<file path="config.mk">
export PLATFORM = sky130hd
export DESIGN_NAME = scm_corr
export DESIGN_NICKNAME = d
export VERILOG_FILES = /design/src/sv/scm_pkg.sv /design/src/sv/scm_corr.sv
export SDC_FILE = /design/constraint.sdc
export NUM_CORES = 2
export LEC_CHECK = 0
export BUFFER_PORTS_ARGS = -buffer_cell sky130_fd_sc_hd__buf_2
export CAP_MARGIN = 20
export CORE_MARGIN = 3
export CORE_UTILIZATION = 35
export DETAILED_ROUTE_END_ITERATION = 10
export MAX_ROUTING_LAYER = met4
export RECOVER_POWER = 25
export SLEW_MARGIN = 30
export SYNTH_ARGS = -nofsm -noshare
export SYNTH_HDL_FRONTEND = slang
export SYNTH_SLANG_ARGS = --single-unit
</file>
<file path="constraint.sdc">
create_clock -name clk -period 22.8 [get_ports clk]
set_input_delay 1.14 -clock clk [delete_from_list [all_inputs] [get_ports clk]]
set_output_delay 1.14 -clock clk [all_outputs]
set_load 0.05 [all_outputs]
</file>
<file path="src/sv/scm_pkg.sv">
package scm_pkg;

  localparam int MAX_COLS_DEF  = 8;
  localparam int ACC_WIDTH_DEF = 48;

  localparam int SAMPLE_W = 16;
  localparam int CFG_W    = 4;
  localparam int IDX_W    = 3;
  localparam int ST_W     = 2;
  localparam int CORR_W   = 16;
  localparam int Q_W      = 15;
  localparam int FRAC_W   = 14;

  localparam logic [0:0] CFG_TOTAL_COLS = 1'b0;
  localparam logic [0:0] CFG_COLS_REQ   = 1'b1;

  localparam logic [ST_W-1:0] ST_OK   = 2'd0;
  localparam logic [ST_W-1:0] ST_FEW  = 2'd1;
  localparam logic [ST_W-1:0] ST_ZERO = 2'd2;

  // Packed lower-triangle address of entry (a, b).
  function automatic logic [5:0] tri_addr(input logic [2:0] a, input logic [2:0] b);
    logic [5:0] r;
    logic [5:0] c;
    begin
      r = (a > b) ? {3'b0, a} : {3'b0, b};
      c = (a > b) ? {3'b0, b} : {3'b0, a};
      return 6'((r * (r + 6'd1)) >> 1) + c;
    end
  endfunction

endpackage

</file>
<file path="src/sv/scm_corr.sv">
module scm_corr import scm_pkg::*; #(
  parameter int ACC_WIDTH = ACC_WIDTH_DEF
) (
  input  logic                 clk,
  input  logic                 rst_n,
  input  logic                 start,
  input  logic [ACC_WIDTH-1:0] g_mag,
  input  logic [ACC_WIDTH-1:0] di,
  input  logic [ACC_WIDTH-1:0] dj,
  output logic                 done,
  output logic [Q_W-1:0]       q
);

  localparam int PW = 2 * ACC_WIDTH;
  localparam int W  = PW + 30;
  localparam int MCW = $clog2(ACC_WIDTH + 1);

  typedef enum logic [5:0] {
    C_IDLE = 6'b000001,
    C_MUL  = 6'b000010,
    C_CAP  = 6'b000100,
    C_A    = 6'b001000,
    C_B    = 6'b010000,
    C_DONE = 6'b100000
  } cstate_t;

  cstate_t state_r, state_nxt;

  logic [PW-1:0]        pa_r, ga_r, p_r, gg_r;
  logic [ACC_WIDTH-1:0] pb_r, gb_r;
  logic [MCW-1:0]       mcnt_r;
  logic [W-1:0]         r_r, s_r, u_r, pk_r, tmp_r;
  logic [3:0]           kcnt_r;
  logic [FRAC_W-1:0]    qb_r;
  logic                 cap_r;
  logic [W-1:0]         cand;
  logic                 fit;

  assign cand = tmp_r + pk_r;
  assign fit  = (cand <= r_r);
  assign done = (state_r == C_DONE);
  assign q    = cap_r ? Q_W'(1 << FRAC_W) : {1'b0, qb_r};

  always_comb begin
    state_nxt = state_r;
    case (state_r)
      C_IDLE: if (start) state_nxt = C_MUL;
      C_MUL:  if (mcnt_r == MCW'(1)) state_nxt = C_CAP;
      C_CAP:  state_nxt = (p_r <= gg_r) ? C_DONE : C_A;
      C_A:    state_nxt = C_B;
      C_B:    state_nxt = (kcnt_r == 4'd1) ? C_DONE : C_A;
      C_DONE: if (start) state_nxt = C_MUL;
      default: state_nxt = C_IDLE;
    endcase
  end

  always_ff @(posedge clk) begin
    if (!rst_n) begin
      state_r <= C_IDLE;
    end else begin
      state_r <= state_nxt;
    end
  end

  always_ff @(posedge clk) begin
    if (start) begin
      pa_r   <= PW'(di);
      pb_r   <= dj;
      ga_r   <= PW'(g_mag);
      gb_r   <= g_mag;
      p_r    <= '0;
      gg_r   <= '0;
      mcnt_r <= MCW'(ACC_WIDTH);
      cap_r  <= 1'b0;
    end else begin
      case (state_r)
        C_MUL: begin
          // shift-add multiply, one multiplier bit per cycle
          if (pb_r[0]) p_r <= p_r + pa_r;
          if (gb_r[0]) gg_r <= gg_r + ga_r;
          pa_r   <= pa_r << 1;
          ga_r   <= ga_r << 1;
          pb_r   <= pb_r >> 1;
          gb_r   <= gb_r >> 1;
          mcnt_r <= mcnt_r - MCW'(1);
        end
        C_CAP: begin
          cap_r  <= (p_r <= gg_r);
          r_r    <= W'(gg_r) << 28;
          pk_r   <= W'(p_r) << 26;
          s_r    <= '0;
          u_r    <= '0;
          qb_r   <= '0;
          kcnt_r <= 4'(FRAC_W);
        end
        C_A: tmp_r <= s_r + u_r;
        C_B: begin
          // u holds q*P shifted for the current bit; pk holds P << 2k
          if (fit) s_r <= cand;
          u_r    <= (u_r >> 1) + (fit ? pk_r : '0);
          pk_r   <= pk_r >> 2;
          qb_r   <= {qb_r[FRAC_W-2:0], fit};
          kcnt_r <= kcnt_r - 4'd1;
        end
        default: ;
      endcase
    end
  end

endmodule

</file>
==> impl_metrics.csv <==
group,metric,value,unit
route,drt_wl_total,263000,um
clocking,post_cts_buffers,0,
synthesis,ys_ff_latch,1107,
place,placed_cells,11900,
worst_setup_path,cp_common_cell,"nand4_1",
timing,post-route-min-period,13.80,ns
die,die-width,483,um
die,die_height,483,um
clocking,h-tree-depth,4,
synthesis,yosys_warnings,0,
worst_setup_path,required,23.09,ns
synthesis,synth_edf_count,806,
clocking,cts_tree,"done",
die,ios,163,
place,io_buffers,162,
clocking,cts.clk_slew.worst_paths,0.06,ns
route,detail_route.iter0.violations,5843,
timing,setup_tns,0,ns
route,firstDrtPassIters,6,
layout,stdcell_count,12200,
worst_setup_path,worstSetupStartpoint,"pk_r[2]",
run,drv_cap,12,
synthesis,synth.avg_cell_area,8.72,um^2
timing,slew_viol_final,613,
synthesis,syn_nets,10100,
worst_setup_path,crit_type,"flop to flop",
layout,multiInputGateArea,46100,um^2
die,coreArea,226000,um^2
worst_setup_path,reg2reg_from,"pk_r[2]",
place,dp_slack,9.28,ns
route,vias_per_cell,5.60,
clocking,cts_hold_buf,0,
place,hpwl,206000,um
layout,stdcell_area,87800,um^2
route,antenna_left,0,
route,wirelength_met1,126000,um
timing,clock_skew,0.0678,ns
worst_setup_path,worstPathMaxFanout,73,
route,wl_met2,112000,um
worst_setup_path,slowest_stage,"nor4_2",
worst_setup_path,startpoint_type,"flop",
route,topRoutingLayerUsed,"met4",
worst_hold_path,hp-start,"pa_r[95]",
layout,final_common_cell,"nand2_1",
pwr,ir_worst_vdd,0.0570,mV
timing,timing.slew.headroom,-325,%
run_status,status,"finished with violations",
place,placed_cell_area,83100,um^2
global_route,grt_use_total,22.3,%
timing,worst_pin_slew,6.37,ns
layout,syn2layout_area_growth,10.0,%
layout,fillers,22600,
synthesis,syn_area,79700,um^2
clocking,clk_latency,0.81,ns
layout,layout.area.seq,30200,um^2
timing,final_hold_viol_count,0,
synthesis,synth_ff_type,"edfxtp_1",
run_status,violations,"capacitance limit, slew limit",
synthesis,async_flop_share,0,%
route,via_count,68100,
clocking,clock-sinks,1107,
synthesis,synth_cells,9143,
global_route,grt_first_pass_wirelength,396000,um
clocking,cts_buffers,138,
global_route,antenna_found_initial,9,
timing,setup_viol,0,
die,rows,174,
global_route,grt_pass1_vias,65700,
clocking,cts_root_buf,"clkbuf_16",
worst_setup_path,cp_data_arrival_time,14.09,ns
route,post_drt_wl_per_cell,21.6,um
pwr,p_leak,36.1,nW
clocking,cts.path.max_buffers,3,
pwr,p_per_area,55.7,nW/um^2
global_route,grt_max_degree,180,
timing,post-route-period-util,60.5,%
place,gp_congestion,0.985,
worst_setup_path,end_kind,"flop",
layout,nets,9961,
worst_hold_path,min_path_type,"flop to flop",
die,start_util,35.3,%
timing,max_freq,72.4,MHz
route,routed-wl-met3,16500,um
global_route,grt-ovfl-total,0,
synthesis,ys_types,101,
timing,rsz0062_at_grt,"false",
layout,postLayoutCoreUtil,38.9,%
die,die_area,234000,um^2
layout,drive_above_1_share,6.66,%
route,drc,0,
clocking,cts_resized,0,
synthesis,ys_seq_area_share,37.9,%
layout,mostFrequentLayoutCells,"nand2_1, a21oi_1, edfxtp_1",
timing,worst_slack,9.00,ns
worst_setup_path,critPathMaxStageDelay,0.76,ns
## final timing paths
check                           cells after the start       end  slack, ns
worst max-delay path                               44  u_r[121]       9.00
worst min-delay path                                2  pa_r[95]       0.47
worst max register to register                     44  u_r[121]       9.00
worst min register to register                      2  pa_r[95]       0.47
## area by class of cell
type | instances | share of cell area, %
antenna | 3 | 0.00855
clock buffer | 173 | 4.21
clock inverter | 81 | 1.13
inverter | 462 | 1.98
multi-input combinational | 7125 | 52.5
sequential | 1107 | 34.4
tap | 2992 | 4.27
timing repair buffer | 220 | 1.43
## synthesized netlist by cell type, types with 261 or more instances
| cell | n | area [um^2] |
|---|---|---|
| a21oi_1 | 1066 | 5340 |
| xnor2_1 | 323 | 2830 |
| nand2_1 | 1313 | 4930 |
| dfxtp_1 | 301 | 6030 |
| inv_1 | 462 | 1730 |
| nor2_1 | 579 | 2170 |
| nand4_1 | 261 | 1630 |
| ha_1 | 755 | 9450 |
| o21ai_0 | 558 | 2790 |
| edfxtp_1 | 806 | 24200 |
| clkbuf_1 | 390 | 1460 |
| and2_1 | 311 | 1950 |
| a21o_1 | 382 | 2870 |
## sequential cells by signal (all words and copies together) (netlist names)
register,cells
s_r,126
tmp_r,126
u_r,126
pk_r,122
ga_r,96
gg_r,96
p_r,96
pa_r,96
r_r,96
gb_r,48
pb_r,48
qb_r,14
mcnt_r,6
state_r,6
kcnt_r,4
cap_r,1
## metrics by stage
step	total power [mW]	hold slack, ns
2_1_floorplan	2.51	0.434
3_3_place_gp	2.64	0.455
3_5_place_dp	2.65	0.462
4_1_cts	4.94	0.470
5_1_grt	5.06	0.499
6_report	4.89	0.468
## metal layers
metal / up-vias / global-route usage, %
li1: 32700 / -
met1: 32800 / 31.5
met2: 2187 / 32.9
met3: 389 / 2.99
met4: 0 / 6.81
met5: - / -
## critical path, delay by kind of cell, from the launching register on
family,cells,cell delay (ns)
buffers and inverters,2,0.92
xor gates and xnor gates,2,0.32
AOI/OAI and AO/OA,17,4.86
DFF,1,0.42
and+or+nand+nor,20,5.71
adders and majority gates,3,1.00
## power by group
part | total (mW) | internal, mW | switching, mW
combinational | 0.360 | 0.123 | 0.236
sequential | 2.25 | 2.20 | 0.0443
clock | 2.28 | 1.32 | 0.961
total | 4.89 | 3.65 | 1.24
## logic make-up after synthesis
| logic type | share of synthesized area (%) |
|---|---|
| mux | 1.35 |
| buf+inv | 4.42 |
| fa+ha+maj | 12.0 |
| flops | 37.9 |
| xor+xnor | 5.99 |
| simple gates | 17.8 |
| compound gates | 20.6 |
(Power assumes the default switching activity.)
